[src/hw/rtl/mchv_pkg.sv]
// Shared types and constants for the media chunk header validator.
// Word structs for the byte and result channels, register indexes, verdict codes.
// No dependencies.
package mchv_pkg;

   // Record header length in bytes (fixed by the stream format)
   localparam int HEADER_BYTES = 16;
   // Width of the chunk length arithmetic (covers the largest chunk size)
   localparam int TOTAL_W      = 22;
   localparam int CSR_IDX_W    = 1;
   localparam int CSR_DATA_W   = 12;

   typedef enum logic [CSR_IDX_W-1:0] {
      CSR_WRONG_AUDIO_TYPE = 1'b0,
      CSR_AUDIO_CHECK_EN   = 1'b1
   } csr_index_type;

   typedef enum logic [2:0] {
      VERDICT_OK          = 3'd0,
      VERDICT_BAD_MARK    = 3'd1,
      VERDICT_TOO_MANY    = 3'd2,
      VERDICT_NONE        = 3'd3,
      VERDICT_TOO_BIG     = 3'd4,
      VERDICT_TOO_SMALL   = 3'd5,
      VERDICT_BAD_TYPE    = 3'd6,
      VERDICT_WRONG_AUDIO = 3'd7
   } verdict_type;

   typedef struct packed {
      logic [7:0] data_byte;
      logic       chunk_first;
   } req_word_type;

   typedef struct packed {
      logic        result_kind;
      logic [19:0] record_size;
      logic [11:0] record_type;
      logic        is_extended;
      logic [7:0]  ext_first;
      logic [7:0]  ext_second;
      logic [2:0]  verdict;
      logic        seq_given;
      logic [14:0] seq_start_index;
      logic [15:0] record_count;
      logic [17:0] total_size;
      logic        last;
   } rsp_word_type;

   typedef struct packed {
      logic [11:0] wrong_audio_type;
      logic        audio_check_enable;
   } cfg_type;

endpackage

[src/hw/rtl/media_chunk_header_validator_top.sv]
// Top level of the media chunk header validator: configuration registers,
// byte channel, result register. Depends on mchv_pkg and mchv_parse.
//
// Usage:
//  - req_*: one chunk byte per word; chunk_first marks byte 0 of a chunk and
//    restarts the parse, dropping any chunk in progress without a verdict.
//  - rsp_*: a record word after byte 3 of every record header, and one
//    verdict word (last = 1) after the chunk header fails or the final record
//    header ends. Payload bytes and bytes after the verdict give nothing.
//  - csr_*: register writes, always ready; write only while the block is idle.
// Timing: one byte per cycle sustained unless req_stall is raised. A result shows
// on rsp in the cycle after the byte that causes it is taken; the parse is one
// pass of logic between the parse state and the result register.
// Stall: while a result waits under rsp_stall, req_stall is raised and the
// result word holds. An empty or draining result register lets bytes flow.
// Reset: parse waits for a chunk start, registers read zero, rsp is empty.
module media_chunk_header_validator_top import mchv_pkg::*; #(
   parameter int CHUNK_BYTES      = 131072,
   parameter int MAX_RECORD_COUNT = 2048
) (
   input  logic                  clock,
   input  logic                  reset,
   input  logic                  req_valid,
   output logic                  req_stall,
   input  req_word_type          req_data,
   output logic                  rsp_valid,
   input  logic                  rsp_stall,
   output rsp_word_type          rsp_data,
   input  logic                  csr_valid,
   output logic                  csr_ready,
   input  logic [CSR_IDX_W-1:0]  csr_index,
   input  logic [CSR_DATA_W-1:0] csr_wdata
);

   cfg_type      cfg_ff;
   logic         rsp_valid_ff;
   rsp_word_type rsp_data_ff;
   logic         accept;
   logic         res_valid;
   rsp_word_type res_word;

   assign csr_ready = 1'b1;
   assign req_stall = rsp_valid_ff && rsp_stall;
   assign accept    = req_valid && !req_stall;
   assign rsp_valid = rsp_valid_ff;
   assign rsp_data  = rsp_data_ff;

   // Write configuration registers
   always_ff @(posedge clock) begin
      if (reset) begin
         cfg_ff <= '0;
      end else if (csr_valid && csr_ready) begin
         case (csr_index_type'(csr_index))
            CSR_WRONG_AUDIO_TYPE: cfg_ff.wrong_audio_type   <= csr_wdata;
            CSR_AUDIO_CHECK_EN:   cfg_ff.audio_check_enable <= csr_wdata[0];
            default: ;
         endcase
      end
   end

   mchv_parse #(
      .CHUNK_BYTES      (CHUNK_BYTES),
      .MAX_RECORD_COUNT (MAX_RECORD_COUNT)
   ) u_parse (
      .clock     (clock),
      .reset     (reset),
      .accept    (accept),
      .in_word   (req_data),
      .cfg       (cfg_ff),
      .res_valid (res_valid),
      .res_word  (res_word)
   );

   // Load a new result or drop the one taken
   always_ff @(posedge clock) begin
      if (reset) begin
         rsp_valid_ff <= 1'b0;
      end else if (res_valid) begin
         rsp_valid_ff <= 1'b1;
      end else if (!rsp_stall) begin
         rsp_valid_ff <= 1'b0;
      end
   end

   always_ff @(posedge clock) begin
      if (res_valid) begin
         rsp_data_ff <= res_word;
      end
   end

endmodule

[src/hw/rtl/mchv_parse.sv]
// Byte-wise chunk header parser: holds the parse state and forms one result
// word per accepted byte where the format calls for one.
// Depends on mchv_pkg.
module mchv_parse import mchv_pkg::*; #(
   parameter int CHUNK_BYTES      = 131072,
   parameter int MAX_RECORD_COUNT = 2048
) (
   input  logic         clock,
   input  logic         reset,
   input  logic         accept,
   input  req_word_type in_word,
   input  cfg_type      cfg,
   output logic         res_valid,
   output rsp_word_type res_word
);

   typedef enum logic [1:0] {
      PH_IDLE = 2'd0,
      PH_CHDR = 2'd1,
      PH_RECS = 2'd2,
      PH_DONE = 2'd3
   } phase_type;

   localparam logic [17:0]        SUM_MAX   = 18'h3ffff;
   localparam logic [14:0]        SEQ_NONE  = 15'h7fff;
   localparam logic [3:0]         EXT_MARK  = 4'h8;
   localparam logic [3:0]         IDX_LAST  = 4'(HEADER_BYTES - 1);
   localparam logic [TOTAL_W-1:0] TOTAL_MAX = TOTAL_W'(CHUNK_BYTES);
   localparam logic [TOTAL_W-1:0] TOTAL_MIN = TOTAL_W'(CHUNK_BYTES / 10);
   localparam logic [15:0]        COUNT_MAX = 16'(MAX_RECORD_COUNT);

   function automatic logic type_known(input logic [11:0] t);
      logic k;
      case (t)
         12'h000, 12'h2c0, 12'h3c0, 12'h4c0, 12'h9c0,
         12'h2e0, 12'h6e0, 12'h7e0, 12'h8e0, 12'hae0,
         12'hbe0, 12'hce0,
         12'he01, 12'he02, 12'he03, 12'he04, 12'he05, 12'he06: k = 1'b1;
         default: k = 1'b0;
      endcase
      return k;
   endfunction

   phase_type   phase_ff,   phase_in;
   logic [3:0]  idx_ff,     idx_in;
   logic [23:0] held_ff,    held_in;
   logic [15:0] count_ff,   count_in;
   logic [15:0] seq_ff,     seq_in;
   logic [15:0] recs_ff,    recs_in;
   logic [17:0] sum_ff,     sum_in;
   logic        bad_ff,     bad_in;
   logic        audio_ff,   audio_in;

   // Effective state after an optional chunk restart
   phase_type   ph_cur;
   logic [3:0]  idx_cur;
   logic [15:0] count_cur, seq_cur, recs_cur;
   logic [17:0] sum_cur;
   logic        bad_cur, audio_cur;

   logic [7:0]  db, b0, b1, b2;
   logic [11:0] rec_type;
   logic [19:0] rec_size;
   logic        rec_ext;
   logic [20:0] sum_wide;
   logic [TOTAL_W-1:0] total;
   logic [2:0]  early_v;
   logic [2:0]  final_v;
   logic        emit_rec, emit_verdict;
   logic [2:0]  verdict_v;

   always_comb begin
      db = in_word.data_byte;
      if (in_word.chunk_first) begin
         ph_cur    = PH_CHDR;
         idx_cur   = '0;
         count_cur = '0;
         seq_cur   = '0;
         recs_cur  = '0;
         sum_cur   = '0;
         bad_cur   = 1'b0;
         audio_cur = 1'b0;
      end else begin
         ph_cur    = phase_ff;
         idx_cur   = idx_ff;
         count_cur = count_ff;
         seq_cur   = seq_ff;
         recs_cur  = recs_ff;
         sum_cur   = sum_ff;
         bad_cur   = bad_ff;
         audio_cur = audio_ff;
      end

      // Decode the record header from the three held bytes and this one
      b0       = held_ff[23:16];
      b1       = held_ff[15:8];
      b2       = held_ff[7:0];
      rec_type = {b2[3:0], db};
      rec_ext  = (b0[7:4] == EXT_MARK);
      rec_size = rec_ext ? 20'd0 : {b0, b1, b2[7:4]};
      sum_wide = {3'b000, sum_cur} + {1'b0, rec_size};

      // Chunk header checks on its last byte
      if (!db[7]) begin
         early_v = VERDICT_BAD_MARK;
      end else if (count_cur > COUNT_MAX) begin
         early_v = VERDICT_TOO_MANY;
      end else if (count_cur == 16'd0) begin
         early_v = VERDICT_NONE;
      end else begin
         early_v = VERDICT_OK;
      end

      // Defaults: hold
      phase_in     = ph_cur;
      idx_in       = idx_cur;
      held_in      = held_ff;
      count_in     = count_cur;
      seq_in       = seq_cur;
      recs_in      = recs_cur;
      sum_in       = sum_cur;
      bad_in       = bad_cur;
      audio_in     = audio_cur;
      emit_rec     = 1'b0;
      emit_verdict = 1'b0;
      verdict_v    = VERDICT_OK;

      case (ph_cur)
         PH_CHDR: begin
            case (idx_cur)
               4'd0: count_in = {8'd0, db};
               4'd1: count_in = {db, count_cur[7:0]};
               4'd2: seq_in   = {8'd0, db};
               default: seq_in = {db, seq_cur[7:0]};
            endcase
            if (idx_cur == 4'd3) begin
               idx_in = '0;
               if (early_v != VERDICT_OK) begin
                  emit_verdict = 1'b1;
                  verdict_v    = early_v;
                  phase_in     = PH_DONE;
               end else begin
                  phase_in = PH_RECS;
               end
            end else begin
               idx_in = idx_cur + 4'd1;
            end
         end
         PH_RECS: begin
            // Shift in the first three header bytes
            if (idx_cur == 4'd0) begin
               held_in = {16'd0, db};
            end else if (idx_cur < 4'd3) begin
               held_in = {held_ff[15:0], db};
            end
            if (idx_cur == 4'd3) begin
               emit_rec = 1'b1;
               sum_in   = (sum_wide > {3'b000, SUM_MAX}) ? SUM_MAX : sum_wide[17:0];
               if (!type_known(rec_type)) bad_in = 1'b1;
               if (rec_type == cfg.wrong_audio_type) audio_in = 1'b1;
            end
            if (idx_cur >= IDX_LAST) begin
               idx_in  = '0;
               recs_in = recs_cur + 16'd1;
               if (recs_in == count_cur) begin
                  emit_verdict = 1'b1;
                  verdict_v    = final_v;
                  phase_in     = PH_DONE;
               end
            end else begin
               idx_in = idx_cur + 4'd1;
            end
         end
         default: ;
      endcase
   end

   // Final chunk verdict from the size total and the type flags
   always_comb begin
      total = TOTAL_W'(sum_cur) + TOTAL_W'({count_cur, 4'd0}) + TOTAL_W'(4);
      if (total > TOTAL_MAX) begin
         final_v = VERDICT_TOO_BIG;
      end else if (total < TOTAL_MIN) begin
         final_v = VERDICT_TOO_SMALL;
      end else if (bad_cur) begin
         final_v = VERDICT_BAD_TYPE;
      end else if (cfg.audio_check_enable && audio_cur) begin
         final_v = VERDICT_WRONG_AUDIO;
      end else begin
         final_v = VERDICT_OK;
      end
   end

   // Form the result word
   always_comb begin
      res_word  = '0;
      res_valid = accept && (emit_rec || emit_verdict);
      if (emit_verdict) begin
         res_word.result_kind  = 1'b1;
         res_word.verdict      = verdict_v;
         res_word.record_count = count_in;
         res_word.total_size   = sum_in;
         res_word.last         = 1'b1;
         if (verdict_v != VERDICT_BAD_MARK && seq_in[14:0] != SEQ_NONE) begin
            res_word.seq_given       = 1'b1;
            res_word.seq_start_index = seq_in[14:0];
         end
      end else begin
         res_word.record_size = rec_size;
         res_word.record_type = rec_type;
         res_word.is_extended = rec_ext;
         if (rec_ext) begin
            res_word.ext_first  = {b0[3:0], b1[7:4]};
            res_word.ext_second = {b1[3:0], b2[7:4]};
         end
      end
   end

   // Advance parse state on each accepted byte
   always_ff @(posedge clock) begin
      if (reset) begin
         phase_ff <= PH_IDLE;
         idx_ff   <= '0;
         held_ff  <= '0;
         count_ff <= '0;
         seq_ff   <= '0;
         recs_ff  <= '0;
         sum_ff   <= '0;
         bad_ff   <= 1'b0;
         audio_ff <= 1'b0;
      end else if (accept) begin
         phase_ff <= phase_in;
         idx_ff   <= idx_in;
         held_ff  <= held_in;
         count_ff <= count_in;
         seq_ff   <= seq_in;
         recs_ff  <= recs_in;
         sum_ff   <= sum_in;
         bad_ff   <= bad_in;
         audio_ff <= audio_in;
      end
   end

endmodule
[config.mk]
export PLATFORM = sky130hd
export DESIGN_NAME = media_chunk_header_validator_top
export DESIGN_NICKNAME = d
export VERILOG_FILES = /design/src/hw/rtl/mchv_pkg.sv /design/src/hw/rtl/media_chunk_header_validator_top.sv /design/src/hw/rtl/mchv_parse.sv
export SDC_FILE = /design/constraint.sdc
export NUM_CORES = 1
export LEC_CHECK = 0
export ABC_AREA = 1
export BUFFER_PORTS_ARGS = -buffer_cell sky130_fd_sc_hd__buf_2
export CORE_ASPECT_RATIO = 1.5
export CORE_MARGIN = 10
export CORE_UTILIZATION = 40
export DETAILED_ROUTE_END_ITERATION = 8
export SYNTH_ARGS = -nofsm -noshare
export SYNTH_HDL_FRONTEND = slang
export SYNTH_SLANG_ARGS = --single-unit
[constraint.sdc]
create_clock -name clock -period 7.32 [get_ports clock]
set_input_delay 1.464 -clock clock [delete_from_list [all_inputs] [get_ports clock]]
set_output_delay 1.464 -clock clock [all_outputs]
set_load 0.03 [all_outputs]
==> impl_metrics.ini, run 1 <==
[status]
outcome = completed

[placement]
io_buffers = 132
dp_hpwl_um = 31400
gp_congestion = 0.963
dp_cells = 2263
postPlaceCellArea_sq_um = 13700

[setup_path]
end_kind = flop
start_kind = input port
required_ns = 7.60
critical_path_class = in2reg
path_max_fanout = 26
arrival_ns = 5.56

[cts]
htreeDepth = 1
clock_path_buffers = 3
cts_tree = done
clkSinkCount = 214
clk_pin_slew_ns = 0.06
post-cts-setup-buffers = 0
clock_latency_ns = 0.54
cts-buffers-inserted = 22
cts_hold_buf = 0
cts-root-buf = clkbuf_16
cts-resized-gates = 0

[power_and_ir_drop]
powerDensity_nw_per_um2 = 187
leakage_uw = 0.00595
ir_drop_mv = 0.135

[detailed_routing]
drt-pass1-iter-count = 5
drt_iter0_drc = 894
ant_nets = 0
route.detailed.drc = 0
viasPerCell = 5.31
wl_per_cell_um = 18.1
drt-total-wl_um = 41600
num_vias = 12200

[global_routing]
grt_pass1_vias = 11900
grt_max_degree = 75
grt_pass1_wl_um = 64500
antenna_found_initial = 0
overflow = 0
track_usage = 0.206

[die]
die-height_um = 238
start_util = 0.407
core_area_sq_um = 31200
die_area_sq_um = 39500
io_pins = 134
row_count = 79
die_w_um = 166

[synthesis]
syn_nets = 1831
synth_edf_count = 103
ys_seq_area_frac = 0.418
syn_area_sq_um = 12700
async_reset_ff_frac = 0
synth_cell_types = 51
ys_ff_latch = 214
ys_top_cells_by_area = edfxtp_1 24%, dfxtp_1 17%, nand2_1 11%
synth_top_cell_by_area = edfxtp_1
postSynthAreaPerCell_sq_um = 7.15
yosysTopAreaCellShare = 0.243
synthCells = 1779
ys.flop_type = dfxtp_1
yosysWarnings = 0

[sta]
rsz0062_at_grt = no
setup_tns_ns = 0
fin_crit_sh = 0.722
finClkSkew_ns = 0.0103
relSlewSlack = 0.356
finalSetupViolCount = 0
hold_viol_final = 0
whs_ns = 0.465
fmax_ghz = 0.189
drv_slew = 0
period_needed_ns = 5.29
tightest_slew_ns = 0.966

[layout]
drive_gt1_frac = 0.143
nNetsFinal = 1934
syn2layout_area_growth_pct = 13.3
antennaDiodeCount = 0
final_cells = 2303
final_cell_area_sq_um = 14400

[run]
max_cap_violations = 0

[min_path]
hold_path.class = reg2reg
[cells in the mapped netlist (all sizes together) (2+ instances only)]
cell,n
a211oi,20
a21oi,137
a221oi,3
a31oi,5
and2,4
buf,24
clkbuf,43
clkinv,5
dfxtp,111
edfxtp,103
ha,24
inv,258
nand2,392
nand3,96
nand3b,4
nand4,33
nor2,261
nor3,29
nor4,12
o2111ai,2
o211ai,17
o21ai,126
o21bai,4
o221ai,2
o22ai,31
or2,4
xnor2,8
xor2,12
[cell families after synthesis]
group	Yosys count	synth area share
other	1	0.000295
and+or+nand+nor	837	0.286
AOI/OAI and AO/OA	352	0.154
DFF	214	0.418
buffers and inverters	330	0.102
xor gates and xnor gates	20	0.0144
adders and majority gates	25	0.0252
[registers in the layout (all words and copies together), names as in the netlist]
name,count
cfg_ff,13
rsp_data,103
rsp_valid,1
u_parse.audio_ff,1
u_parse.bad_ff,1
u_parse.count_ff,16
u_parse.held_ff,24
u_parse.idx_ff,4
u_parse.phase_ff,2
u_parse.recs_ff,16
u_parse.seq_ff,15
u_parse.sum_ff,18
[power breakdown]
part / total (uW) / switching, uW / internal [uW]
clock: 1100 / 509 / 595
combinational: 298 / 216 / 81.9
sequential: 1290 / 20.6 / 1270
[stage by stage]
step | power (uW) | utilization | worst slack [ns]
after global placement | 1610 | 0.439 | 1.49
final | 2690 | 0.461 | 2.03
after floorplan | 1520 | - | 0.985
after global routing | 2800 | 0.461 | 1.58
after CTS | 2710 | 0.461 | 2.02
after detailed placement | 1610 | 0.439 | 1.48
[cell usage in the layout (no fill, tap or decap), drive strengths merged, types with 3 or more instances in the layout]
cell type	instances
nand2	392
nor2	261
inv	260
buf	146
a21oi	137
o21ai	126
dfxtp	111
edfxtp	103
nand3	96
nand4	33
o22ai	31
nor3	29
clkbuf	27
ha	24
a211oi	20
o211ai	17
nor4	12
xor2	12
clkinv	12
xnor2	8
a31oi	5
nand3b	4
and2	4
or2	4
o21bai	4
clkinvlp	4
a221oi	3
[worst max-delay path, stage by stage]
cell     delay (ns)
buf_2          0.30
buf_4          0.39
nor2_1         0.14
ha_1           0.28
fa_1           0.42
nand2_1        0.07
nand2_1        0.06
a21oi_1        0.34
nor2_1         0.07
o21ai_0        0.31
o21ai_1        0.15
nand2_1        0.11
nand2_1        0.08
a21oi_1        0.26
o21ai_1        0.16
nand2_1        0.09
nand2_1        0.08
xor2_2         0.13
buf_4          0.27
nand3_1        0.14
nand2_1        0.17
nor2_1         0.05
[per-layer routing]
metal,track usage,wire length [um],up-vias
met1,0.237,16200,5664
li1,-,-,6097
met2,0.363,20900,363
met3,0.0224,2270,96
met4,0.111,2290,0
met5,0,0,-
[worst paths after layout]
check	start	end	slack (ns)	depth (start not counted)
hold reg to reg	u_parse.recs_ff[12]	u_parse.recs_ff[12]	0.47	2
setup reg to reg	u_parse.held_ff[23]	rsp_data[7]	2.16	22
setup / recovery	req_data[0]	rsp_data[7]	2.03	22
hold / removal	u_parse.recs_ff[12]	u_parse.recs_ff[12]	0.47	2
[layout make-up]
type                            count  area [sq um]
Fill cell                        3290         16800
Clock inverter                     13           106
Multi-Input combinational cell   1235          6110
Clock buffer                       27           601
Tap cell                          405           507
Sequential cell                   214          5320
Timing Repair Buffer              146           778
Inverter                          263           990
No activity file was read; power rests on OpenSTA's default activity.
==> inputs of run 2 (changes only) <==
clock period = 5.1 ns   (was 7.32 ns; I/O delays follow)
==> impl_metrics.ini, run 2 (synthesized netlist as in run 1, its figures left out) <==
[setup_path]
critical_path_class = in2reg
path_max_fanout = 18
crit_buf_inv = 2
path_cells = buf_2, nor2_1, ha_1, fa_1, nand2_1, nand2_1, a21oi_1, nor2_1, o21ai_0, o21ai_1, nand2_1, nand2_1, a21oi_1, o21ai_1, nand2_1, nand2_1, xor2_2, buf_12, nand3_1, nand2_1, nor2_1
r2r-start = u_parse.held_ff[23]
cpPeakStageDelay_ns = 0.43
cp_top_family = compound AO/OA/AOI/OAI gates
r2r_end = rsp_data[6]
start_kind = input port
r2r_setup_slack_ns = 0.86
critPathSlowestCell = fa_1
arrival_ns = 4.51
end_kind = flop
rr_worst_depth = 22
path_common_cell = nand2_1
required_ns = 5.37

[power_and_ir_drop]
leakage_uw = 0.00618
finalPower_uw = 4210
ir_drop_mv = 0.263
powerDensity_nw_per_um2 = 284

[cts]
clkSinkCount = 214
clock_path_buffers = 3
htreeDepth = 1
cts_tree = done
clk_pin_slew_ns = 0.06
post-cts-setup-buffers = 0
cts_hold_buf = 0
cts-buffers-inserted = 23
cts-resized-gates = 0
clock_latency_ns = 0.56
cts-root-buf = clkbuf_16

[layout]
syn2layout_area_growth_pct = 16.6
drive_gt1_frac = 0.159
antennaDiodeCount = 0
final_cell_area_sq_um = 14800
final_common_cell = nand2_1
most-common-layout-cells = 365 x nand2_1, 240 x nor2_1, 234 x inv_1, 136 x a21oi_1, 132 x buf_2
nNetsFinal = 1963
largest_reg_flops = 103

[detailed_routing]
drt_iter0_drc = 755
drt-total-wl_um = 42500
route.detailed.drc = 0
viasPerCell = 5.30
drt-pass1-iter-count = 8
wl_per_cell_um = 18.2
num_vias = 12400
ant_nets = 0

[sta]
setup_slack_ns = 0.855
whs_ns = 0.461
finalSetupViolCount = 0
fin_crit_sh = 0.832
relSlewSlack = 0.409
drv_slew = 0
period_needed_ns = 4.24
finClkSkew_ns = 0.0230
tightest_slew_ns = 0.885
rsz0062_at_grt = no
setup_tns_ns = 0
hold_viol_final = 0
fmax_ghz = 0.236

[die]
die_w_um = 166
die-height_um = 238
die_area_sq_um = 39500
core_area_sq_um = 31200
row_count = 79
io_pins = 134
start_util = 0.407

[min_path]
worstHoldStart = u_parse.recs_ff[8]
hold_path_depth = 2
whs_endpoint = u_parse.recs_ff[8]
hold_path.class = reg2reg

[global_routing]
grt_pass1_wl_um = 65000
track_usage = 0.209
grt_max_degree = 57
overflow = 0
antenna_found_initial = 0
grt_pass1_vias = 12000

[placement]
gp_congestion = 0.986
postPlaceCellArea_sq_um = 14000
place_ws_ns = 0.366
io_buffers = 132
dp_hpwl_um = 33000

[status]
outcome = completed

[run]
max_cap_violations = 0
[run 2: changes by cell type in the layout (fill, tap and decap cells not counted), moves of 3 or more]
cell and delta:
buf_12 +4, buf_4 +24, bufinv_16 +6, clkbuf_1 -3, clkinv_2 +3
[run 2: worst register-to-register path, cell delays in order (launching register included)]
cell     delay, ns
dfxtp_1       0.47
nand3_2       0.16
inv_1         0.14
nor2_1        0.09
ha_1          0.29
fa_1          0.43
nand2_1       0.08
nand2_1       0.05
a21oi_1       0.19
nor2_1        0.07
o21ai_0       0.38
o21ai_1       0.17
nand2_1       0.12
nand2_1       0.07
a21oi_1       0.22
o21ai_1       0.14
nand2_1       0.08
nand2_1       0.09
xor2_2        0.20
buf_12        0.18
nand3_1       0.09
nand2_1       0.18
nor2_1        0.08
[run 2: final cells by class]
| class | count | area, sq um |
|---|---|---|
| Clock buffer | 23 | 576 |
| Clock inverter | 19 | 284 |
| Fill cell | 3256 | 16400 |
| Inverter | 263 | 991 |
| Multi-Input combinational cell | 1235 | 6120 |
| Sequential cell | 214 | 5320 |
| Tap cell | 405 | 507 |
| Timing Repair Buffer | 174 | 1040 |
[run 2: worst max-delay path by stage]
stage | endpoint | slack, ns | startpoint | cells after the start
CTS | rsp_data[4] | 0.85 | u_parse.held_ff[23] | 22
global route | rsp_data[40] | 0.40 | req_data[0] | 28
finish | rsp_data[6] | 0.86 | req_data[0] | 21
detailed placement | rsp_data[40] | 0.37 | req_data[0] | 28
global placement | rsp_data[4] | 0.34 | req_data[0] | 21
floorplan | rsp_data[0] | 0.05 | req_data[0] | 25
[run 2: stage by stage]
step	utilization	cells
3_3_place_gp	0.447	2291
6_report	0.475	2333
4_1_cts	0.475	2333
5_1_grt	0.475	2333
3_5_place_dp	0.447	2291
2_1_floorplan	-	1779
[run 2: report_power, final]
group | internal [uW] | leakage [uW] | switching (uW) | total [uW]
clock | 1150 | 0.000415 | 768 | 1920
combinational | 125 | 0.00404 | 315 | 441
sequential | 1830 | 0.00172 | 27.5 | 1850
[run 2: routing by layer]
metal	global-route usage	wire, um
met1	0.230	15900
met2	0.376	21800
met3	0.0207	2230
met4	0.124	2560
met5	0	0
==> inputs of run 3 (changes only) <==
clock period = 4.3 ns   (was 5.1 ns; I/O delays follow)
==> impl_metrics.ini, run 3 (synthesized netlist as in run 1, its figures left out) <==
[status]
outcome = completed

[min_path]
hold_path_depth = 2
whs_endpoint = u_parse.recs_ff[8]
hold_path.class = reg2reg
worstHoldStart = u_parse.recs_ff[8]

[placement]
gp_congestion = 0.975
io_buffers = 132
dp_hpwl_um = 34000

[setup_path]
arrival_ns = 4.19
path_max_fanout = 16
end_kind = flop
rr_worst_depth = 24
critPathLaunch = req_data[0]
start_kind = input port
r2r-start = u_parse.held_ff[20]
r2r_end = rsp_data[5]
r2r_setup_slack_ns = 0.52
critPathSlowestCell = ha_1
path_common_cell = nand2_1
cpPeakStageDelay_ns = 0.33
required_ns = 4.61
crit_buf_inv = 4
critical_path_class = in2reg
cp_top_family = simple AND/OR/NAND/NOR gates

[sta]
rsz0062_at_grt = no
fin_crit_sh = 0.903
period_needed_ns = 3.88
tightest_slew_ns = 0.803
drv_slew = 0
finClkSkew_ns = 0.0258
setup_tns_ns = 0
hold_viol_final = 0
fmax_ghz = 0.258
finalSetupViolCount = 0
relSlewSlack = 0.464

[global_routing]
grt_pass1_vias = 12300
grt_max_degree = 69
overflow = 0
grt_pass1_wl_um = 66900
track_usage = 0.215
antenna_found_initial = 0

[detailed_routing]
route.detailed.drc = 0
routed.top_layer = met4
wl_per_cell_um = 18.1
met3_length_um = 2180
drt-total-wl_um = 43500
drt-met1-wl_um = 16400
viasPerCell = 5.20
drt-pass1-iter-count = 5
num_vias = 12500
met2_length_um = 22400
drt_iter0_drc = 663
ant_nets = 0

[layout]
nNetsFinal = 2035
syn2layout_area_growth_pct = 21.2
drive_gt1_frac = 0.193
most-common-layout-cells = 363 x nand2_1, 237 x nor2_1, 230 x inv_1, 136 x a21oi_1, 132 x buf_2
antennaDiodeCount = 0
final_common_cell = nand2_1
largest_reg_flops = 103

[cts]
clk_pin_slew_ns = 0.06
clkSinkCount = 214
clock_path_buffers = 3
htreeDepth = 1
cts-buffers-inserted = 24
cts_tree = done
clock_latency_ns = 0.56
cts_hold_buf = 0
cts-resized-gates = 0
post-cts-setup-buffers = 0
cts-root-buf = clkbuf_16

[die]
die-height_um = 238
core_area_sq_um = 31200
io_pins = 134
start_util = 0.407
row_count = 79
die_area_sq_um = 39500
die_w_um = 166

[power_and_ir_drop]
leakage_uw = 0.00651
powerDensity_nw_per_um2 = 323
finalPower_uw = 4970
ir_drop_mv = 0.280

[run]
max_cap_violations = 0
-- run 3: cell types whose count changed in the layout (fill, tap and decap cells not counted), moves of 3 or more --
cell	before	now
inv_1	234	230
clkbuf_1	0	4
nor2_1	240	237
buf_4	37	109
-- run 3: per-layer routing --
layer  global-route usage  vias up
met3               0.0252      106
met5                    0        -
li1                     -     6296
met4                0.123        0
met1                0.234     5744
met2                0.391      367
-- run 3: tightest hold or removal path: stages (launching register included) --
cell	delay, ns
dfxtp_1	0.31
nand2_1	0.06
a21oi_1	0.05
-- run 3: final cells by class --
class                   count  area [sq um]
fillers                  3176         15800
flip-flops and latches    214          5320
multi-input cells        1235          6180
clock inverters            13           205
inverters                 263          1010
well taps                 405           507
repair buffers            245          1560
clock buffers              30           643
-- run 3: worst max-delay path by stage --
stage / to / slack [ns] / cells after the start
finish: rsp_data[38] / 0.42 / 25
global placement: rsp_data[40] / -0.16 / 27
detailed placement: rsp_data[38] / -0.18 / 25
floorplan: rsp_data[0] / -0.34 / 25
CTS: rsp_data[38] / 0.41 / 25
global route: rsp_data[38] / 0.09 / 29
-- run 3: report_power, final --
part / total [uW] / internal (uW) / switching (uW)
registers: 2200 / 2170 / 37.1
clock network: 2210 / 1310 / 899
logic: 559 / 182 / 378
total: 4970 / 3660 / 1310
-- run 3: metrics by stage --
| stage | instance area, sq um | instances | hold slack, ns | util | setup slack, ns |
|---|---|---|---|---|---|
| floorplan | 12800 | 1779 | 0.430 | - | -0.335 |
| global placement | 14600 | 2362 | 0.453 | 0.467 | -0.160 |
| detailed placement | 14600 | 2362 | 0.459 | 0.467 | -0.182 |
| CTS | 15400 | 2405 | 0.469 | 0.494 | 0.409 |
| global route | 15400 | 2405 | 0.482 | 0.494 | 0.0931 |
| finish | 15400 | 2405 | 0.466 | 0.494 | 0.417 |
